## src/rtl/csht_pkg.sv

```systemverilog
// shared constants, types and codes of the callsite count hash table
package csht_pkg;

    localparam int TABLE_SLOTS = 1024;
    localparam int HASH_SHIFT  = 4;
    localparam int SLOT_BITS   = $clog2(TABLE_SLOTS);

    localparam int ADDR_W  = 64;
    localparam int PHASE_W = 4;
    localparam int OWNER_W = 16;
    localparam int COUNT_W = 64;
    localparam int INDEX_W = 10;
    localparam int STAT_W  = 3;

    localparam logic [SLOT_BITS-1:0] SLOT_MAX = SLOT_BITS'(TABLE_SLOTS - 1);

    localparam logic [STAT_W-1:0] ST_UPDATED = 3'd0;
    localparam logic [STAT_W-1:0] ST_NEW     = 3'd1;
    localparam logic [STAT_W-1:0] ST_FULL    = 3'd2;
    localparam logic [STAT_W-1:0] ST_IGNORED = 3'd3;
    localparam logic [STAT_W-1:0] ST_CLEARED = 3'd4;

    typedef struct packed {
        logic               used;
        logic [ADDR_W-1:0]  callsite;
        logic [ADDR_W-1:0]  parent;
        logic [PHASE_W-1:0] phase;
        logic [OWNER_W-1:0] owner;
        logic [COUNT_W-1:0] events;
        logic [COUNT_W-1:0] violations;
        logic [COUNT_W-1:0] bytes;
    } csht_entry_t;

    localparam int ENTRY_W = $bits(csht_entry_t);

    typedef struct packed {
        logic              load_req;
        logic              sweep_start;
        logic              sweep_step;
        logic              probe_start;
        logic              probe_next;
        logic              rd_en;
        logic              commit;
        logic              report;
        logic [STAT_W-1:0] report_code;
    } csht_cmd_t;

    typedef struct packed {
        logic out_free;
        logic in_clear;
        logic in_zero;
        logic sweep_last;
        logic slot_free;
        logic slot_match;
        logic probe_last;
    } csht_stat_t;

endpackage

```

## src/rtl/csht_ctrl.sv

```systemverilog
// controller state machine: reset sweep, clear sweep, probe sequence and result hand-off
module csht_ctrl
    import csht_pkg::*;
(
    input  logic       aclk,
    input  logic       aresetn,
    input  logic       s_valid,
    output logic       s_ready,
    input  csht_stat_t stat,
    output csht_cmd_t  cmd
);

    typedef enum logic [6:0] {
        S_INIT   = 7'b0000001,
        S_IDLE   = 7'b0000010,
        S_CLEAR  = 7'b0000100,
        S_READ   = 7'b0001000,
        S_CHECK  = 7'b0010000,
        S_UPDATE = 7'b0100000,
        S_REPORT = 7'b1000000
    } csht_state_t;

    csht_state_t       state_reg;
    csht_state_t       state_next;
    logic [STAT_W-1:0] code_reg;
    logic [STAT_W-1:0] code_next;

    always_comb begin
        state_next      = state_reg;
        code_next       = code_reg;
        cmd             = '0;
        cmd.report_code = code_reg;
        s_ready         = 1'b0;
        unique case (state_reg)
            S_INIT: begin
                cmd.sweep_step = 1'b1;
                if (stat.sweep_last) begin
                    state_next = S_IDLE;
                end
            end
            S_IDLE: begin
                s_ready = 1'b1;
                if (s_valid) begin
                    cmd.load_req = 1'b1;
                    if (stat.in_clear) begin
                        cmd.sweep_start = 1'b1;
                        state_next      = S_CLEAR;
                    end else if (stat.in_zero) begin
                        code_next  = ST_IGNORED;
                        state_next = S_REPORT;
                    end else begin
                        cmd.probe_start = 1'b1;
                        state_next      = S_READ;
                    end
                end
            end
            S_CLEAR: begin
                cmd.sweep_step = 1'b1;
                if (stat.sweep_last) begin
                    code_next  = ST_CLEARED;
                    state_next = S_REPORT;
                end
            end
            S_READ: begin
                cmd.rd_en  = 1'b1;
                state_next = S_CHECK;
            end
            S_CHECK: begin
                if (stat.slot_free || stat.slot_match) begin
                    state_next = S_UPDATE;
                end else if (stat.probe_last) begin
                    code_next  = ST_FULL;
                    state_next = S_REPORT;
                end else begin
                    cmd.probe_next = 1'b1;
                    state_next     = S_READ;
                end
            end
            S_UPDATE: begin
                if (stat.out_free) begin
                    cmd.commit = 1'b1;
                    state_next = S_IDLE;
                end
            end
            S_REPORT: begin
                if (stat.out_free) begin
                    cmd.report = 1'b1;
                    state_next = S_IDLE;
                end
            end
            default: begin
                state_next = S_INIT;
            end
        endcase
    end

    always_ff @(posedge aclk) begin
        if (!aresetn) begin
            state_reg <= S_INIT;
            code_reg  <= ST_IGNORED;
        end else begin
            state_reg <= state_next;
            code_reg  <= code_next;
        end
    end

endmodule

```

## config.mk

```make
export PLATFORM = sky130hd
export DESIGN_NAME = csht_ctrl
export DESIGN_NICKNAME = d
export VERILOG_FILES = /design/src/rtl/csht_pkg.sv /design/src/rtl/csht_ctrl.sv
export SDC_FILE = /design/constraint.sdc
export NUM_CORES = 1
export LEC_CHECK = 0
export BUFFER_PORTS_ARGS = -buffer_cell sky130_fd_sc_hd__buf_4
export CAP_MARGIN = 20
export CORE_ASPECT_RATIO = 0.75
export CORE_UTILIZATION = 30
export CTS_BUF_LIST = sky130_fd_sc_hd__clkbuf_8
export CTS_CLUSTER_SIZE = 25
export DETAILED_ROUTE_END_ITERATION = 10
export GPL_TIMING_DRIVEN = 0
export PLACE_DENSITY = 0.51
export SETUP_SLACK_MARGIN = 0.1
export SYNTH_ARGS = -nofsm -noshare
export SYNTH_HDL_FRONTEND = slang
export SYNTH_SLANG_ARGS = --single-unit
```

## constraint.sdc

```tcl
create_clock -name aclk -period 2.4 [get_ports aclk]
set_input_delay 0 -clock aclk [delete_from_list [all_inputs] [get_ports aclk]]
set_output_delay 0 -clock aclk [all_outputs]
set_load 0.005 [all_outputs]
```

Word-level counts from Yosys, hierarchy flattened
Index checks and enable logic that the tools add are counted.
{ "word_totals": {"n_memories": 0, "ff_bits": 10, "elab_cells": 55, "ram_bits": 0, "output_inout_bits": 12, "input_bits": 10, "mem_bits_ro": 0, "latch_bits": 0} }
{ "classes": {"n_shift": 0, "reduce_logical": 6, "addsub": 0, "multipliers": 0, "n_eq_ne": 15, "div": 0, "muxes": 32, "bitwise_logic": 0, "magnitude_cmp": 0} }
{ "ops": {"columns": ["cell", "count"], "rows": [
  ["$mux 7", 8],
  ["$pmux 7 s6", 1],
  ["$mux 3", 6],
  ["$mux 1", 14],
  ["$ne 2x2->1 const B", 7],
  ["$pmux 3 s3", 1],
  ["$eq 7x1->1 const B", 1],
  ["$eq 7x2->1 const B", 1],
  ["$eq 7x3->1 const B", 1],
  ["$eq 7x4->1 const B", 1],
  ["$eq 7x5->1 const B", 1],
  ["$eq 7x6->1 const B", 1],
  ["$eq 7x7->1 const B", 1],
  ["$reduce_and 7->1", 1],
  ["$mux 2", 2],
  ["$reduce_and 4->1", 1],
  ["$reduce_or 2->1", 2],
  ["$reduce_bool 3->1", 1],
  ["$ne 2x1->1 const B", 1],
  ["$logic_or 1x1->1", 1]
]} }

Longest topological paths before layout
Gate-level depths: netlist (run 1).
{ "logic_depth": {"word_depth": 4, "ltp_mapped": 6} }

Least setup slack after synthesis (run 1)
OpenSTA, ideal clock, no wires.
{ "synth_timing": {"path_kind": "flip-flop to flip-flop", "startpoint": "reg state_reg[5]", "endpoint": "reg code_reg[2]", "stages_incl_launch_ff": 7, "setup_slack_ps": 581, "setup_ps": 120, "arrival_time_ps": 1699, "required_time_ps": 2280, "cell_sequence": "dfxtp_1 buf_6 or3_4 or4_4 clkinv_4 nor2_2 o31a_1"} }
{ "synth_between": {"elab_chain_cells": 3} }
{ "synth_rtl": {"columns": ["element", "line_no", "rtl"], "rows": [
  ["start, declared", "csht_ctrl.sv:23", "csht_state_t state_reg;"],
  ["start signal, assigned", "csht_ctrl.sv:102", "state_reg <= state_next;"],
  ["$eq 7x5->1, or another cell as far along", "csht_ctrl.sv:34", "unique case (state_reg)"],
  ["$ne 2x2->1 (no line) or $reduce_bool 3->1 (tied branches)", null, null],
  ["$reduce_and 7->1 (no line)", null, null],
  ["end signal, assigned", "csht_ctrl.sv:103", "code_reg <= code_next;"],
  ["end, declared", "csht_ctrl.sv:25", "logic [STAT_W-1:0] code_reg;"]
]} }
Parallel ways exist; a longest one is shown, timed or not.
A chain may end at the register's enable or synchronous reset.

==> results_dict.tcl, run 1 <==
set metrics [dict create \
    status "finished clean" \
    dp.cells 143 \
    cts_hold_buf 0 \
    grt_max_degree 10 \
    grt_usage_pct 17.5 \
    clock_latency_ns 0.24 \
    setup_violations 0 \
    vias_per_cell 5.17 \
    vdd_drop_max_mv 0.336 \
    yosysUniqueCellTypes 39 \
    worstPathMaxFanout 9 \
    cts.sinks 10 \
    r2r_setup_slack_ns 0.47 \
    skew_ns 0.00140 \
    startpoint_type "flip-flop" \
    vias 755 \
    ant_nets 0 \
    synth-main-ff-cell "dfxtp_1" \
    numCtsBuffers 3 \
    rsz0062_at_grt "no" \
    first_iter_violations 28 \
    endpoint_kind "output pin" \
    synth_top_area_share_pct 28.0 \
    numPortBuffers 21 \
    die_area_sq_mm 0.00258 \
    routed_wl_microns 1960 \
    syn-cell-area_sq_um 714 \
    synthCells 90 \
    grt_pass1_wl_microns 3250 \
    wl_per_cell_microns 13.4 \
    hp-class "in2reg" \
    grt-ovfl-total 0 \
    hold-worst-slack_ns 0.00196 \
    hold_viol 0 \
    post_cts_buffers 0 \
    slew_headroom_pct 64.1 \
    yosysWarnings 0 \
    cts-resized-gates 0 \
    yosysMostFrequentCell "dfxtp_1" \
    async_flop_share_pct 0 \
    htree_levels 1 \
    cts-root-buf "clkbuf_8" \
    core_area_sq_mm 0.00212 \
    synthTopCellsByArea "dfxtp_1 28%, nor3_1 5.6%, nand2b_1 4.4%, nor4_1 4.4%, nor3b_1 4.2%" \
    final_max_slew_viol_count 0 \
    clkTransAtPathRegs_ns 0.05 \
    min_period_over_period_pct 87.4 \
    power.density_mw_per_mm2 453 \
    synth-edff-count 0 \
    p_leak_nw 0.407 \
    setup_tns_ns 0 \
    max_cap_viol_count 0 \
    reg2reg_depth 6 \
    num_antenna_cells 0 \
    clockBufferDepth 2 \
    regToRegStartpoint "state_reg[5]" \
    finalNonFillerCells 146 \
    crit_type "reg2out" \
    rows 14 \
    tightest_slew_ns 0.533 \
    die_x_microns 58.4 \
    drive_gt1_share_pct 30.7 \
    first_pass_iters 4 \
    holdPathStages 2 \
    ys_top_cells_by_count "10 x dfxtp_1, 8 x nor3_1, 6 x nand2_1, 6 x nor2_1" \
    synth_nets 100 \
    cts_tree "done" \
    gp_congestion 0.782 \
    clock.fmax_ghz 0.477 \
    crit_arrival_ns 2.10 \
    rr_endpoint "state_reg[6]" \
    antenna_found_initial 0 \
    drcViolationCount 0 \
    initial_core_util_pct 33.7 \
    fin_nets 126 \
    syn_to_final_growth_pct 33.5 \
    hp-start "aresetn" \
    whs_endpoint "code_reg[0]" \
    largest_register_ff_count 7 \
    grt_pass1_vias 710 \
    yosys.area.top_type "dfxtp_1" \
    critPathRequiredTime_ns 2.40 \
    ys_seq_elements 10 \
    avgSynthCellArea_sq_um 7.94 \
    dpl.hpwl_microns 1530 \
    die_y_microns 44.3 \
    seq_area_frac_synth_pct 28.0 \
    min_period_ns 2.10 \
    ioPinCount 22 \
]
[critical path: stages (launching register included)]
cell,delay [ns]
dfxtp_1,0.30
buf_6,0.13
or3_4,0.37
or4_4,0.53
clkinv_4,0.10
and2_1,0.15
nor3b_2,0.15
buf_4,0.12
[per-layer routing]
layer	wire length, microns	GRT usage, %
met1	992	22.4
met2	804	26.4
met3	130	6.73
met5	0	0
met4	34	7.62
[metrics by stage]
step | setup slack [ns] | power [mW] | utilization [%] | area [sq um]
3_5_place_dp | 0.478 | 0.257 | 43.0 | 912
2_1_floorplan | 0.581 | 0.221 | - | 714
4_1_cts | 0.284 | 0.438 | 45.0 | 953
5_1_grt | 0.187 | 0.460 | 45.0 | 953
6_report | 0.302 | 0.432 | 45.0 | 953
3_3_place_gp | 0.522 | 0.256 | 43.0 | 912
[where the power goes]
group	internal [mW]	total [mW]	switching [mW]
logic	0.0377	0.0772	0.0395
clock network	0.110	0.177	0.0666
registers	0.171	0.178	0.00699
[placed cells by master (no fill, tap or decap), types with 2 or more instances in the layout]
cell and n:
nor3b_1 4, buf_4 21, nand2b_1 5, inv_1 4, nand3_1 3, clkbuf_1 3, or4_1 2, xnor2_1 2
clkbuf_8 3, o22ai_1 2, nor2_1 6, nand2_1 6, nor3_1 8, nor4_1 5, or3_1 2, or2_2 2
o41ai_1 2, o21ai_0 2, dfxtp_1 10
[worst max-delay path by stage]
stage | slack [ns] | end | from | cells past startpoint
after floorplan | 0.58 | code_reg[2] | state_reg[5] | 6
after global placement | 0.52 | code_reg[2] | state_reg[5] | 6
after detailed placement | 0.48 | state_reg[6] | state_reg[5] | 6
after CTS | 0.28 | cmd[7] | state_reg[5] | 7
after global routing | 0.19 | cmd[7] | state_reg[5] | 7
final | 0.30 | cmd[7] | state_reg[5] | 7
[cell families (layout without fill, tap and decap cells)]
family / Yosys count / after routing / synth area share [%]
simple gates: 51 / 51 / 42.2
xor+xnor: 3 / 3 / 3.68
mux: 2 / 2 / 2.98
flops: 10 / 10 / 28.0
buf+inv: 10 / 34 / 7.18
compound gates: 14 / 14 / 15.9
[cell type report]
class,count,area [sq um]
fill,234,1170
multi-input combinational,70,463
sequential,10,200
timing repair buffer,21,158
clock buffer,3,41.3
tap,32,40.0
buffer,5,27.5
inverter,5,23.8
No activity file was read; power rests on OpenSTA's default activity.
==> inputs of run 2 (changes only) <==
CORE_MARGIN = 5   (was not set)
==> results_dict.tcl, run 2 (synthesis results as in run 1) <==
set metrics [dict create \
    status "finished with violations" \
    violations "negative hold slack" \
    post_cts_buffers 0 \
    p_comb_share_pct 16.1 \
    cts-resized-gates 0 \
    finalNonFillerCells 149 \
    cts_tree "done" \
    worstPathMaxFanout 9 \
    critPathRequiredTime_ns 2.40 \
    clockBufferDepth 2 \
    grt-ovfl-total 0 \
    core_area_sq_mm 0.00229 \
    dp.cells 145 \
    crit_start "state_reg[5]" \
    whs_endpoint "state_reg[0]" \
    vias_per_cell 5.14 \
    startpoint_type "flip-flop" \
    regToRegStartpoint "state_reg[5]" \
    rows 15 \
    cts.sinks 10 \
    fin_nets 126 \
    die_area_sq_mm 0.00347 \
    routed_wl_microns 1970 \
    ant_nets 0 \
    clock.fmax_ghz 0.477 \
    initial_core_util_pct 31.2 \
    reg2reg_depth 6 \
    die_x_microns 66.4 \
    dpl.hpwl_microns 1570 \
    grt_pass1_vias 706 \
    rr_endpoint "state_reg[6]" \
    busiest_layer "met1" \
    internal_power_mw 0.353 \
    holdPathStages 2 \
    rsz0062_at_grt "no" \
    wl_per_cell_microns 13.2 \
    htree_levels 1 \
    p_sw_share_pct 24.2 \
    gp_congestion 0.835 \
    grt_pass1_wl_microns 3300 \
    antenna_found_initial 0 \
    p_leak_nw 0.414 \
    min_period_ns 2.10 \
    hold_viol 1 \
    numPortBuffers 21 \
    setup_tns_ns 0 \
    path_cells "buf_6 -> or3_4 -> or4_4 -> clkinv_4 -> and2_1 -> nor3b_2 -> buf_4" \
    numCtsBuffers 3 \
    layout_common_cells "21 x buf_4, 10 x dfxtp_1, 8 x nor3_1" \
    setup_violations 0 \
    largest_register_ff_count 7 \
    num_antenna_cells 0 \
    crit_path_max_incr_delay_ns 0.53 \
    final_common_cell "buf_4" \
    first_pass_iters 4 \
    tightest_slew_ns 0.508 \
    cts-root-buf "clkbuf_8" \
    power_frac_seq_pct 38.0 \
    switchingPower_mw 0.112 \
    cts_hold_buf 0 \
    clock_latency_ns 0.24 \
    crit_type "reg2out" \
    die_y_microns 52.3 \
    min_period_over_period_pct 87.4 \
    final_max_slew_viol_count 0 \
    critPathSlowestCell "or4_4" \
    drcViolationCount 0 \
    first_iter_violations 21 \
    use_met1_pct 18.1 \
    hp-class "in2reg" \
    syn_to_final_growth_pct 35.7 \
    pwr-share-clk_pct 45.8 \
    met3_usage_pct 3.00 \
    hold-worst-slack_ns -0.00523 \
    vias 766 \
    skew_ns 0.000651 \
    hp-start "aresetn" \
    grt_max_degree 10 \
    vdd_drop_max_mv 0.257 \
    drive_gt1_share_pct 31.3 \
    crit_arrival_ns 2.10 \
    slew_headroom_pct 65.8 \
    power.density_mw_per_mm2 480 \
    r2r_setup_slack_ns 0.45 \
    ioPinCount 22 \
    postLayoutCoreUtil_pct 42.3 \
    max_cap_viol_count 0 \
    endpoint_kind "output pin" \
    grt_usage_pct 12.4 \
    met2_usage_pct 18.0 \
    clkTransAtPathRegs_ns 0.05 \
]
[run 2: cell count changes in the layout (fill, tap and decap cells not counted)]
cell / delta
clkbuf_8: +1
[run 2: worst max-delay path by stage]
stage                    to  slack (ns)  depth (start not counted)
2_1_floorplan   code_reg[2]        0.58                          6
3_3_place_gp   state_reg[6]        0.48                          6
3_5_place_dp   state_reg[6]        0.45                          6
4_1_cts              cmd[7]        0.29                          7
5_1_grt              cmd[7]        0.21                          7
6_report             cmd[7]        0.30                          7
[run 2: final cells by class]
class | instances | area (sq um)
timing repair buffer | 21 | 158
multi-input combinational | 70 | 463
clock buffer | 4 | 55.1
buffer | 5 | 27.5
tap | 34 | 42.5
inverter | 5 | 23.8
fill | 260 | 1320
sequential | 10 | 200
[run 2: power groups by stage]
| stage | Clock [mW] | Combinational (mW) | Sequential, mW |
|---|---|---|---|
| after floorplan | 0 | 0.0423 | 0.179 |
| after global placement | 0 | 0.0748 | 0.180 |
| after detailed placement | 0 | 0.0745 | 0.180 |
| after CTS | 0.215 | 0.0751 | 0.177 |
| final | 0.213 | 0.0750 | 0.177 |
| after global routing | 0.228 | 0.0832 | 0.178 |
[run 2: per-stage QoR]
step                      power, mW  cell area, sq um  setup slack, ns
after CTS                     0.466               970            0.289
after global placement        0.255               915            0.484
after detailed placement      0.255               915            0.453
after global routing          0.489               970            0.209
final                         0.465               970            0.301
after floorplan               0.221               714            0.581
[run 2: critical path: cells and delay by family, from the launching register on]
kind	cells	cell delay (ns)
buffers and inverters	3	0.36
flip-flops	1	0.30
AND/OR/NAND/NOR	4	1.20
[run 2: layer usage]
metal | up-vias | wire [microns]
li1 | 384 | -
met1 | 348 | 983
met2 | 32 | 815
met3 | 2 | 157
met4 | 0 | 14
met5 | - | 0
==> inputs of run 3 (changes only) <==
--- a/config.mk
+++ b/config.mk
@@ -9,5 +9,4 @@
 export CAP_MARGIN = 20
 export CORE_ASPECT_RATIO = 0.75
-export CORE_MARGIN = 5
 export CORE_UTILIZATION = 30
 export CTS_BUF_LIST = sky130_fd_sc_hd__clkbuf_8
==> constraint.sdc (replaced) <==
create_clock -name aclk -period 2.4 [get_ports aclk]
set_input_delay 0.48 -clock aclk [delete_from_list [all_inputs] [get_ports aclk]]
set_output_delay 0.48 -clock aclk [all_outputs]
set_load 0.005 [all_outputs]
==> results_dict.tcl, run 3 (synthesis results as in run 1) <==
set metrics [dict create \
    clock_latency_ns 0.24 \
    internal_power_mw 0.327 \
    clkTransAtPathRegs_ns 0.05 \
    power.density_mw_per_mm2 407 \
    min_period_over_period_pct 101 \
    drcViolationCount 0 \
    setup_violations 2 \
    fin_nets 137 \
    dp.cells 143 \
    ioPinCount 22 \
    fillCellCount 224 \
    crit_type "reg2out" \
    syn_to_final_growth_pct 53.1 \
    vias_per_cell 5.04 \
    setup_slack_ns -0.0164 \
    die_area_sq_mm 0.00258 \
    clockBufferDepth 2 \
    initial_core_util_pct 33.7 \
    hold_viol 0 \
    clock.fmax_ghz 0.414 \
    wl_per_cell_microns 13.7 \
    dpl.hpwl_microns 1530 \
    core_area_sq_mm 0.00212 \
    layout_common_cells "29 x buf_4, 8 x nor3_1, 7 x dfxtp_1" \
    tightest_slew_ns 0.534 \
    place_area_sq_um 912 \
    critPathRequiredTime_ns 1.92 \
    first_iter_violations 36 \
    worstPathMaxFanout 2 \
    cts-root-buf "clkbuf_8" \
    cts_hold_buf 0 \
    rows 14 \
    skew_ns 0.000543 \
    endpoint_kind "output pin" \
    antenna_found_initial 0 \
    largest_register_ff_count 7 \
    setup_tns_ns -0.0211 \
    path_cells "or3_4 -> or4_4 -> clkinv_4 -> and2_4 -> nor3b_4 -> buf_4" \
    finalNonFillerCells 157 \
    p_leak_nw 0.476 \
    power_frac_seq_pct 39.8 \
    grt_usage_pct 18.7 \
    switchingPower_mw 0.118 \
    max_cap_viol_count 0 \
    grt-ovfl-total 0 \
    violations "negative setup slack" \
    final_common_cell "buf_4" \
    min_period_ns 2.42 \
    pwr-share-clk_pct 39.9 \
    grt_pass1_wl_microns 3440 \
    startpoint_type "flip-flop" \
    drive_gt1_share_pct 43.2 \
    postLayoutCellArea_sq_mm 0.00109 \
    vias 792 \
    vdd_drop_max_mv 0.360 \
    p_sw_share_pct 26.6 \
    numPortBuffers 21 \
    cts.sinks 10 \
    htree_levels 1 \
    first_pass_iters 4 \
    hp-class "in2reg" \
    rsz0062_at_grt "yes" \
    crit_path_max_incr_delay_ns 0.51 \
    p_comb_share_pct 20.3 \
    crit_arrival_ns 1.94 \
    die_x_microns 58.4 \
    final_max_slew_viol_count 0 \
    die_y_microns 44.3 \
    critPathSlowestCell "or4_4" \
    num_antenna_cells 0 \
    grt_pass1_vias 752 \
    routed_wl_microns 2150 \
    finalPower_mw 0.445 \
    numCtsBuffers 3 \
    gp_congestion 0.782 \
    slew_headroom_pct 64.1 \
    cts_tree "done" \
    hold-worst-slack_ns 0.481 \
    status "finished with violations" \
    grt_max_degree 10 \
    ant_nets 0 \
]
-- run 3: cell count changes in the layout (fill, tap and decap cells not counted), sizes merged --
cell / before / now
clkbuf: 7 / 5
buf: 23 / 35
-- run 3: worst max-delay path, delay by kind of cell (launching register included) --
family	cells	cell delay, ns
buf+inv	2	0.19
flops	1	0.34
simple gates	4	1.17
-- run 3: per-layer routing --
metal / GRT usage [%] / wire length [microns]
met4: 11.0 / 31
met5: 0 / 0
met3: 7.60 / 151
met1: 23.9 / 1020
met2: 26.7 / 948
-- run 3: repair_timing --
action,CTS,global route
resized for setup,8,10
pin swaps,4,2
setup buffers,8,7
setup endpoints to repair,3,6
-- run 3: cell type report --
type	instances	area, sq um	area share [%]
Buffer	2	7.51	0.686
Clock buffer	3	41.3	3.78
Inverter	5	23.8	2.17
Multi-Input combinational cell	70	489	44.7
Sequential cell	10	206	18.9
Tap cell	32	40.0	3.66
Timing Repair Buffer	35	285	26.1
-- run 3: worst paths after layout --
kind,cells past startpoint,end,slack (ns),startpoint
max,6,cmd[7],-0.02,state_reg[4]
min,2,code_reg[0],0.48,aresetn
max reg2reg,9,state_reg[6],0.21,state_reg[4]
min reg2reg,2,code_reg[1],0.49,code_reg[1]
-- run 3: power groups by stage --
stage | Combinational, mW | Sequential, mW | Clock [mW]
detailed placement | 0.0767 | 0.181 | 0
global route | 0.0981 | 0.178 | 0.196
global placement | 0.0762 | 0.180 | 0
CTS | 0.0821 | 0.177 | 0.184
finish | 0.0906 | 0.177 | 0.178
floorplan | 0.0423 | 0.179 | 0
-- run 3: stage by stage --
stage          setup WS, ns  utilization [%]
2_1_floorplan         0.226                -
3_3_place_gp         0.0910             43.0
3_5_place_dp         0.0614             43.0
4_1_cts             0.00237             48.8
5_1_grt             -0.0868             51.6
6_report            -0.0164             51.6
